===== config.mk =====
export PLATFORM = sky130hd
export DESIGN_NAME = ipv4_subnet_classifier
export DESIGN_NICKNAME = d
export VERILOG_FILES = /design/src/rtl/isc_pkg.sv /design/src/rtl/isc_class_decode.sv /design/src/rtl/ipv4_subnet_classifier.sv
export SDC_FILE = /design/constraint.sdc
export NUM_CORES = 1
export LEC_CHECK = 0
export BUFFER_PORTS_ARGS = -buffer_cell sky130_fd_sc_hd__buf_4
export CORE_UTILIZATION = 30
export DETAILED_ROUTE_END_ITERATION = 10
export MAX_ROUTING_LAYER = met4
export PLACE_DENSITY = 0.51
export SLEW_MARGIN = 20
export SYNTH_ARGS = -nofsm -noshare
export SYNTH_HDL_FRONTEND = slang
export SYNTH_SLANG_ARGS = --single-unit

===== constraint.sdc =====
create_clock -name clk -period 11.84 [get_ports clk]
set_clock_uncertainty 0.1 [all_clocks]
set_input_delay 1.776 -clock clk [delete_from_list [all_inputs] [get_ports clk]]
set_output_delay 1.776 -clock clk [all_outputs]
set_load 0.03 [all_outputs]

===== src/rtl/isc_pkg.sv =====
package isc_pkg;

    localparam int IN_DATA_W  = 64;
    localparam int OUT_DATA_W = 152;

    localparam logic [31:0] MASK_CLASS_A = 32'hff00_0000;
    localparam logic [31:0] MASK_CLASS_B = 32'hffff_0000;
    localparam logic [31:0] MASK_CLASS_C = 32'hffff_ff00;
    localparam logic [31:0] MASK_ALL     = 32'hffff_ffff;

    localparam logic [5:0] PREFIX_PTP = 6'd31;
    localparam logic [5:0] PREFIX_MAX = 6'd32;

    typedef enum logic [2:0] {
        CLS_A        = 3'd0,
        CLS_B        = 3'd1,
        CLS_C        = 3'd2,
        CLS_D        = 3'd3,
        CLS_E        = 3'd4,
        CLS_BCAST    = 3'd5,
        CLS_NONEXIST = 3'd6
    } addr_class_t;

    typedef enum logic [4:0] {
        RNG_NONE       = 5'd0,
        RNG_CURRENT    = 5'd1,
        RNG_PRIVATE10  = 5'd2,
        RNG_LOOPBACK   = 5'd3,
        RNG_LINKLOCAL  = 5'd4,
        RNG_PRIVATE172 = 5'd5,
        RNG_PRIVATE192 = 5'd6,
        RNG_RELAY      = 5'd7,
        RNG_IANA       = 5'd8,
        RNG_TESTNET1   = 5'd9,
        RNG_BENCH      = 5'd10,
        RNG_TESTNET2   = 5'd11,
        RNG_TESTNET3   = 5'd12,
        RNG_MULTICAST  = 5'd13,
        RNG_FUTURE     = 5'd14,
        RNG_BCAST      = 5'd15,
        RNG_NONEXIST   = 5'd16
    } range_code_t;

    // Classification of the first three octets; need is the range's own
    // prefix length, zero for ranges that have none.
    typedef struct packed {
        addr_class_t cls;
        range_code_t code;
        logic [4:0]  need;
    } class_info_t;

endpackage


===== src/rtl/isc_class_decode.sv =====
module isc_class_decode
    import isc_pkg::*;
(
    input  logic [31:0] host_addr,
    output class_info_t info
);

    logic [7:0] o1;
    logic [7:0] o2;
    logic [7:0] o3;

    assign o1 = host_addr[31:24];
    assign o2 = host_addr[23:16];
    assign o3 = host_addr[15:8];

    always_comb
    begin
        info.cls  = CLS_NONEXIST;
        info.code = RNG_NONE;
        info.need = 5'd0;
        case (o1) inside
            [8'd0:8'd127]:
            begin
                info.cls = CLS_A;
                if (o1 == 8'd0)
                begin
                    info.code = RNG_CURRENT;
                    info.need = 5'd8;
                end
                if (o1 == 8'd10)
                begin
                    info.code = RNG_PRIVATE10;
                    info.need = 5'd8;
                end
                if (o1 == 8'd127)
                begin
                    info.code = RNG_LOOPBACK;
                    info.need = 5'd8;
                end
            end
            [8'd128:8'd191]:
            begin
                info.cls = CLS_B;
                if (o1 == 8'd169 && o2 == 8'd254)
                begin
                    info.code = RNG_LINKLOCAL;
                    info.need = 5'd16;
                end
                if (o1 == 8'd172 && o2[7:4] == 4'd1)
                begin
                    info.code = RNG_PRIVATE172;
                    info.need = 5'd12;
                end
            end
            [8'd192:8'd223]:
            begin
                info.cls = CLS_C;
                if (o1 == 8'd192 && o2 == 8'd168)
                begin
                    info.code = RNG_PRIVATE192;
                    info.need = 5'd16;
                end
                if (o1 == 8'd192 && o2 == 8'd88 && o3 == 8'd99)
                begin
                    info.code = RNG_RELAY;
                    info.need = 5'd24;
                end
                if (o1 == 8'd192 && o2 == 8'd0 && o3 == 8'd0)
                begin
                    info.code = RNG_IANA;
                    info.need = 5'd24;
                end
                if (o1 == 8'd192 && o2 == 8'd0 && o3 == 8'd2)
                begin
                    info.code = RNG_TESTNET1;
                    info.need = 5'd24;
                end
                // The benchmark block is matched on its first /24 only but
                // is judged against its real /15 length.
                if (o1 == 8'd198 && o2 == 8'd18 && o3 == 8'd0)
                begin
                    info.code = RNG_BENCH;
                    info.need = 5'd15;
                end
                if (o1 == 8'd198 && o2 == 8'd51 && o3 == 8'd100)
                begin
                    info.code = RNG_TESTNET2;
                    info.need = 5'd24;
                end
                if (o1 == 8'd203 && o2 == 8'd0 && o3 == 8'd113)
                begin
                    info.code = RNG_TESTNET3;
                    info.need = 5'd24;
                end
            end
            [8'd224:8'd239]:
            begin
                info.cls  = CLS_D;
                info.code = RNG_MULTICAST;
            end
            [8'd240:8'd247]:
            begin
                info.cls  = CLS_E;
                info.code = RNG_FUTURE;
            end
            8'd255:
            begin
                info.cls  = CLS_BCAST;
                info.code = RNG_BCAST;
            end
            default:
            begin
                info.cls  = CLS_NONEXIST;
                info.code = RNG_NONEXIST;
            end
        endcase
    end

endmodule


===== src/rtl/ipv4_subnet_classifier.sv =====
// IPv4 subnet classifier: each input transaction carries a host address and
// a netmask, and each output transaction carries the matching result. The
// block is a three-stage pipeline (mask check, byte popcounts and octet
// decode; prefix sum and address masking; range-length compare and final
// zeroing) and accepts one transaction every cycle while the output is not
// stalled. Every stage holds its own valid bit and moves only when the stage
// after it is empty or moving, so back-pressure on the output stops the
// pipeline without loss while empty stages keep taking input. A netmask
// with a one bit below a zero bit gives bad_mask set and all other result
// fields zero. There is no configuration and no state between transactions.
module ipv4_subnet_classifier
    import isc_pkg::*;
(
    input  logic                  clk,
    input  logic                  rst_n,
    input  logic                  s_axis_tvalid,
    output logic                  s_axis_tready,
    // host_addr [31:0], net_mask [63:32]
    input  logic [IN_DATA_W-1:0]  s_axis_tdata,
    output logic                  m_axis_tvalid,
    input  logic                  m_axis_tready,
    // bad_mask [0], mask_len [6:1], network_addr [38:7],
    // broadcast_addr [70:39], classful_mask [102:71],
    // classful_network [134:103], addr_class [137:135], range_code [142:138],
    // in_part [143], ptp_link [144], zero fill [151:145]
    output logic [OUT_DATA_W-1:0] m_axis_tdata
);

    logic [31:0] in_host;
    logic [31:0] in_mask;
    logic [31:0] in_inv;
    logic        in_bad;
    logic [3:0]  in_cnt [4];
    class_info_t in_info;

    logic adv1;
    logic adv2;
    logic adv3;

    // Stage 1 registers.
    logic        s1_valid_reg;
    logic [31:0] s1_host_reg;
    logic [31:0] s1_mask_reg;
    logic        s1_bad_reg;
    logic [3:0]  s1_cnt_reg [4];
    class_info_t s1_info_reg;

    // Stage 2 registers.
    logic        s2_valid_reg;
    logic        s2_bad_reg;
    logic [5:0]  s2_len_reg;
    logic [31:0] s2_net_reg;
    logic [31:0] s2_bcast_reg;
    logic [31:0] s2_cmask_reg;
    logic [31:0] s2_cnet_reg;
    class_info_t s2_info_reg;

    logic [5:0]  s2_len_next;
    logic [31:0] s2_cmask_next;

    // Stage 3 registers form the output.
    logic        s3_valid_reg;
    logic        s3_bad_reg;
    logic [5:0]  s3_len_reg;
    logic [31:0] s3_net_reg;
    logic [31:0] s3_bcast_reg;
    logic [31:0] s3_cmask_reg;
    logic [31:0] s3_cnet_reg;
    logic [2:0]  s3_cls_reg;
    logic [4:0]  s3_code_reg;
    logic        s3_in_part_reg;
    logic        s3_ptp_reg;

    logic        s3_in_part_next;
    logic        s3_ptp_next;

    assign adv3 = !s3_valid_reg || m_axis_tready;
    assign adv2 = !s2_valid_reg || adv3;
    assign adv1 = !s1_valid_reg || adv2;
    assign s_axis_tready = adv1;

    assign in_host = s_axis_tdata[31:0];
    assign in_mask = s_axis_tdata[63:32];
    assign in_inv  = ~in_mask;
    // The inverted mask must be a run of ones from bit 0 upward.
    assign in_bad  = (in_inv & (in_inv + 32'd1)) != 32'd0;

    always_comb
    begin
        for (int b = 0; b < 4; b++)
        begin
            in_cnt[b] = 4'd0;
            for (int i = 0; i < 8; i++)
            begin
                in_cnt[b] = in_cnt[b] + {3'd0, in_mask[8*b+i]};
            end
        end
    end

    isc_class_decode u_decode
    (
        .host_addr (in_host),
        .info      (in_info)
    );

    always_ff @(posedge clk or negedge rst_n)
    begin
        if (!rst_n)
        begin
            s1_valid_reg <= 1'b0;
            s2_valid_reg <= 1'b0;
            s3_valid_reg <= 1'b0;
        end
        else
        begin
            if (adv1)
            begin
                s1_valid_reg <= s_axis_tvalid;
            end
            if (adv2)
            begin
                s2_valid_reg <= s1_valid_reg;
            end
            if (adv3)
            begin
                s3_valid_reg <= s2_valid_reg;
            end
        end
    end

    always_ff @(posedge clk)
    begin
        if (adv1 && s_axis_tvalid)
        begin
            s1_host_reg <= in_host;
            s1_mask_reg <= in_mask;
            s1_bad_reg  <= in_bad;
            s1_cnt_reg  <= in_cnt;
            s1_info_reg <= in_info;
        end
    end

    assign s2_len_next = {2'd0, s1_cnt_reg[0]} + {2'd0, s1_cnt_reg[1]}
                       + {2'd0, s1_cnt_reg[2]} + {2'd0, s1_cnt_reg[3]};

    always_comb
    begin
        case (s1_info_reg.cls)
            CLS_A:   s2_cmask_next = MASK_CLASS_A;
            CLS_B:   s2_cmask_next = MASK_CLASS_B;
            CLS_C:   s2_cmask_next = MASK_CLASS_C;
            default: s2_cmask_next = s1_mask_reg;
        endcase
    end

    always_ff @(posedge clk)
    begin
        if (adv2 && s1_valid_reg)
        begin
            s2_bad_reg   <= s1_bad_reg;
            s2_len_reg   <= s2_len_next;
            s2_net_reg   <= s1_host_reg & s1_mask_reg;
            s2_bcast_reg <= (s1_host_reg & s1_mask_reg) | (s1_mask_reg ^ MASK_ALL);
            s2_cmask_reg <= s2_cmask_next;
            s2_cnet_reg  <= s1_host_reg & s2_cmask_next;
            s2_info_reg  <= s1_info_reg;
        end
    end

    assign s3_in_part_next = (s2_info_reg.need != 5'd0)
                          && (s2_len_reg < {1'b0, s2_info_reg.need});
    assign s3_ptp_next     = (s2_len_reg == PREFIX_PTP)
                          && (s2_info_reg.code != RNG_NONE)
                          && (s2_info_reg.code != RNG_NONEXIST);

    always_ff @(posedge clk)
    begin
        if (adv3 && s2_valid_reg)
        begin
            s3_bad_reg <= s2_bad_reg;
            if (s2_bad_reg)
            begin
                s3_len_reg     <= 6'd0;
                s3_net_reg     <= 32'd0;
                s3_bcast_reg   <= 32'd0;
                s3_cmask_reg   <= 32'd0;
                s3_cnet_reg    <= 32'd0;
                s3_cls_reg     <= CLS_A;
                s3_code_reg    <= RNG_NONE;
                s3_in_part_reg <= 1'b0;
                s3_ptp_reg     <= 1'b0;
            end
            else
            begin
                s3_len_reg     <= s2_len_reg;
                s3_net_reg     <= s2_net_reg;
                s3_bcast_reg   <= s2_bcast_reg;
                s3_cmask_reg   <= s2_cmask_reg;
                s3_cnet_reg    <= s2_cnet_reg;
                s3_cls_reg     <= s2_info_reg.cls;
                s3_code_reg    <= s2_info_reg.code;
                s3_in_part_reg <= s3_in_part_next;
                s3_ptp_reg     <= s3_ptp_next;
            end
        end
    end

    assign m_axis_tvalid = s3_valid_reg;
    assign m_axis_tdata  = {7'd0, s3_ptp_reg, s3_in_part_reg, s3_code_reg, s3_cls_reg,
                            s3_cnet_reg, s3_cmask_reg, s3_bcast_reg, s3_net_reg,
                            s3_len_reg, s3_bad_reg};

endmodule


== After elaboration in Yosys (flattened, before gate mapping) ==
Cells that the tools add are included.

* Bits in writable memories: 0
* Flip-flop bits (word level): 390
* Bits in latches: 0
* Memories: 0
* Output and inout port bits: 154
* Input port bits: 68
* Word-level logic and storage cells: 167
* ROM bits: 0

* $mul: 0
* Muxes and demuxes: 22
* Add/subtract/negate cells: 32
* Reductions and logical operators: 40
* Shifts and indexed selects: 0
* Bitwise gates (word level): 6
* Div/mod/pow operators: 0
* Eq/ne operators: 22
* Magnitude comparators: 11

{| class="wikitable"
|+ Operators with widths
! cell !! count
|-
| bitwise AND 32 bit || 3
|-
| one-hot mux 32 bit (3 select lines) || 1
|-
| adder 4 x 1 -> 4 bit || 16
|-
| == test 8 bit, second input constant || 8
|-
| NOT 32 bit || 2
|-
| == test 8 x 7 -> 1 bit, second input constant || 5
|-
| two-way mux 10 bit || 4
|-
| two-way mux 9 bit || 4
|-
| adder 32 x 1 -> 32 bit, second input constant || 1
|-
| >= comparator 8 bit, second input constant || 4
|-
| less-or-equal comparator 8 bit, second input constant || 4
|-
| OR 32 bit || 1
|-
| nonzero test 32 bit || 1
|-
| two-way mux 7 bit || 4
|-
| logical AND 1 bit || 25
|-
| logical NOT 8 bit || 3
|-
| two-way mux 8 bit || 3
|-
| two-way mux 5 bit || 4
|-
| adder 3 x 1 -> 4 bit || 4
|-
| adder 2 x 1 -> 3 bit || 4
|-
| two-way mux 6 bit || 2
|-
| nonzero test 5 bit || 2
|-
| adder 1 x 1 -> 2 bit || 4
|-
| == test 8 x 2 -> 1 bit, second input constant || 1
|-
| other kinds (19) || 23
|}

== Longest topological paths before layout ==
* Depth in word-level cells: 12
* Gate-level depth with buffers: 9
* Depth with buffers taken out: 9

== By module ==
A second synthesis with hierarchy kept.

* Cells, all modules: 1,025
* Area total of the unflattened synthesis: 15,941.5 µm²

{| class="wikitable"
|+ By module, submodules not included
! module !! sequential area each (µm²) !! cells an instance !! times used !! area an instance (µm²)
|-
| ipv4_subnet_classifier || 11,696.2 || 935 || 1 || 15,346.0
|-
| isc_class_decode || 0.0 || 90 || 1 || 595.6
|}

== Worst setup path after synthesis ==
OpenSTA, ideal clock, no wires.

* Kind: input port to flip-flop
* From: input port m_axis_tready
* To: register s2_bad_reg, enable pin
* Path buffers: 0
* Required time: 11.216 ns
* Stages: 3
* Setup slack: 5.966 ns
* Library setup time: 0.524 ns
* Arrival time: 5.251 ns
* Path through: nor2b_1 nand2_1 and2_1

* Word-level cells in the longest chain between the ends: 3

{| class="wikitable"
|+ Ends and longest elaborated chain
! item !! line !! RTL
|-
| start, declared || ipv4_subnet_classifier.sv:21 || <nowiki>input logic m_axis_tready,</nowiki>
|-
| logical OR 1 bit || ipv4_subnet_classifier.sv:77 || <nowiki>assign adv3 = !s3_valid_reg || m_axis_tready;</nowiki>
|-
| logical OR 1 bit || ipv4_subnet_classifier.sv:78 || <nowiki>assign adv2 = !s2_valid_reg || adv3;</nowiki>
|-
| logical AND 1 bit || ipv4_subnet_classifier.sv:158 || <nowiki>if (adv2 && s1_valid_reg)</nowiki>
|-
| end signal, assigned || ipv4_subnet_classifier.sv:160 || <nowiki>s2_bad_reg <= s1_bad_reg;</nowiki>
|-
| end, declared || ipv4_subnet_classifier.sv:50 || <nowiki>logic s2_bad_reg;</nowiki>
|}

No other way between the ends.
A chain may end at the register's enable or synchronous reset.

== Worst setup path in the final report ==
* From: input port m_axis_tready
* To: output port s_axis_tready

* Word-level cells in the longest chain between the ends: 3

{| class="wikitable"
|+ Ends and longest elaborated chain
! item !! line !! RTL
|-
| logical OR 1 bit || ipv4_subnet_classifier.sv:77 ||
|-
| logical OR 1 bit || ipv4_subnet_classifier.sv:78 ||
|-
| logical OR 1 bit || ipv4_subnet_classifier.sv:79 || <nowiki>assign adv1 = !s1_valid_reg || adv2;</nowiki>
|-
| end, declared || ipv4_subnet_classifier.sv:17 || <nowiki>output logic s_axis_tready,</nowiki>
|}

No other way between the ends.

==> impl_metrics.tcl <==
set metrics [dict create \
    pwr-share-comb_pct 13.9 \
    critPathMaxStageDelay_ns 0.19 \
    syn_avg_cell_area_sq_um 15.8 \
    grt_pass1_wl_mm 53.5 \
    dp.cells 1870 \
    drc 0 \
    place_congestion 0.826 \
    cp_cell_sequence "buf_4 > nor2b_1 > nand3_1 > buf_4" \
    routedWlPerCell_um 18.5 \
    p_switching_mw 0.898 \
    path_buf_inv 2 \
    crit_fanout 3 \
    mostFrequentLayoutCells "edfxtp_1 (385), buf_4 (221), nor2b_1 (164), inv_1 (68), and2_1 (56)" \
    r2r-end "s2_cmask_reg[31]" \
    synthArstFlopShare_pct 0.773 \
    synth_seq_cells 388 \
    die_y_um 231 \
    cts_buffers 43 \
    drt_iter0_markers 547 \
    worst_pin_slew_ns 0.959 \
    synth_area_sq_mm 0.0157 \
    drive_above_1_share_pct 24.5 \
    seq_area_frac_synth_pct 74.2 \
    io_buffers 214 \
    final_cells 1947 \
    hold_end "s2_info_reg[6]" \
    cts_setup_buffers 0 \
    antenna_found_initial 0 \
    period_needed_ns 4.24 \
    synth_cells 994 \
    critical_path_class "in2out" \
    core_area_sq_mm 0.0515 \
    rr_startpoint "m_axis_tvalid" \
    min_path_cells 0 \
    die_area_sq_mm 0.0532 \
    arrival_ns 2.36 \
    num-fill-cells 4912 \
    multi_input_area_sq_mm 0.00368 \
    reg2reg_slack_ns 8.73 \
    cts.path.max_buffers 3 \
    grt-ovfl-total 0 \
    ios 222 \
    synth-warning-count 0 \
    synth-edff-count 385 \
    tns_ns 0 \
    layout_commonest_cell "edfxtp_1" \
    hold_viol 0 \
    power_per_cell_area_mw_per_mm2 181 \
    final-max-slew-violation-count 0 \
    cts_hold_buffers 0 \
    leakage_nw 7.22 \
    setup_violations 0 \
    viasPerCell 4.29 \
    pwr-share-clk_pct 36.7 \
    ys.flop_type "edfxtp_1" \
    fin_crit_sh_pct 35.8 \
    grt_max_degree 78 \
    relSlewSlack_pct 36.1 \
    crit_slowest_cell "buf_4" \
    internal-power_mw 2.63 \
    yosysUniqueCellTypes 57 \
    cts.clk_slew.worst_paths_ns 0.07 \
    first_global_vias 8443 \
    vias 8345 \
    seqCellArea_sq_mm 0.0116 \
    post-route-util_pct 37.8 \
    status "complete, no violations" \
    ant_nets 0 \
    cts_tree "built" \
    cp_common_cell "buf_4" \
    syn_to_final_growth_pct 24.1 \
    clock_latency_ns 0.56 \
    min_from "s1_info_reg[6]" \
    worst_setup_path_start_kind "input port" \
    cts_resized 0 \
    p_sw_share_pct 25.4 \
    start_util_pct 30.5 \
    fmax_ghz 0.236 \
    num_rows 83 \
    cp.required_ns 9.96 \
    cpLargestDelayFamily "buffers and inverters" \
    ir_drop_mv 0.0934 \
    dr.pass1.iters 5 \
    antennaDiodeCount 0 \
    grtUsageTotal_pct 14.1 \
    critPathCaptureType "primary output" \
    maxCapViolations 0 \
    nets 1353 \
    seq_power_share_pct 49.4 \
    die_w_um 231 \
    htree_num_levels 2 \
    rsz0062_at_grt "no" \
    place_hpwl_mm 25.9 \
    cts_root_buffer "clkbuf_16" \
    hold_class "reg2reg" \
    drt-total-wl_mm 36.1 \
    clock_sinks 388 \
    reg2reg_depth 5 \
]
## how the worst max path moves through the flow
| stage | cells past startpoint | startpoint | slack [ns] | to |
|---|---|---|---|---|
| after floorplan | 3 | m_axis_tready | 5.97 | s2_bad_reg |
| final | 4 | m_axis_tready | 7.60 | s_axis_tready |
| after global placement | 9 | s_axis_tdata[56] | 7.27 | s1_cnt_reg[2] |
| after CTS | 4 | m_axis_tready | 7.60 | s_axis_tready |
| after global routing | 4 | m_axis_tready | 7.53 | s_axis_tready |
| after detailed placement | 9 | s_axis_tdata[56] | 7.22 | s1_cnt_reg[2] |
## metal layers
layer / routed length [um] / global-route usage [%]
met3: 1490 / 2.92
met2: 17800 / 22.8
met5: 0 / -
met1: 15900 / 17.6
met4: 961 / 4.88
## synthesized netlist by cell type, types with 2 or more instances
master    number  area share (%)
a211oi_1       3            0.14
nor2b_1      164             6.5
a21oi_1       18            0.57
xor2_1         3            0.17
inv_1         68             1.6
or2_2         10            0.40
xnor2_1        3            0.17
o21a_1         8            0.38
or3_1          7            0.28
nor2_1        31            0.74
nor3_1        19            0.61
fa_1          24             3.1
dfrtp_1        3            0.48
o211ai_1       2           0.096
o21ai_0        4            0.13
ha_1          26             2.1
a21o_1         4            0.19
clkbuf_1      21            0.50
o22ai_1        2           0.080
nand2b_1      39             1.6
and3_1         2           0.080
nand4_1        6            0.24
nor4_2         3            0.24
and2_1        59             2.4
nor4_1         8            0.32
edfxtp_1     385              74
nand2_1       16            0.38
nand4b_1       6            0.34
a31oi_1        2           0.080
or4_4          2            0.14
nand3_1       11            0.35
buf_4         10            0.48
## cell type report
cell class / count / share of cell area, %
multi-input combinational: 512 / 18.9
clock buffer: 53 / 5.94
timing repair buffer: 222 / 8.66
sequential: 388 / 59.8
tap: 680 / 4.37
inverter: 68 / 1.31
clock inverter: 24 / 1.02
## kinds of logic after synthesis
logic type / count (synthesis) / share of synthesized area (%)
XOR/XNOR: 6 / 0.335
AO/OA/AOI/OAI: 54 / 2.27
other: 1 / 0.0239
adder cells (fa/ha/maj): 50 / 5.14
multiplexers: 1 / 0.0638
AND/OR/NAND/NOR: 394 / 15.3
flip-flops: 388 / 74.2
buffers and inverters: 100 / 2.64
## power groups by stage
stage	logic [mW]	clock network [mW]	registers (mW)
after floorplan	0.236	0	1.84
after global placement	0.486	0	1.77
after detailed placement	0.502	0	1.77
after CTS	0.503	1.34	1.75
after global routing	0.546	1.39	1.76
final	0.490	1.30	1.74
## stage by stage
step / instance area (sq um) / total power [mW] / hold slack (ns) / setup WS [ns]
3_5_place_dp: 18100 / 2.28 / 0.306 / 7.22
4_1_cts: 19500 / 3.59 / 0.310 / 7.60
5_1_grt: 19500 / 3.69 / 0.321 / 7.53
6_report: 19500 / 3.53 / 0.314 / 7.60
3_3_place_gp: 18100 / 2.26 / 0.304 / 7.27
2_1_floorplan: 15700 / 2.08 / 0.300 / 5.97
Note: power is estimated with default switching activity, not from simulation.
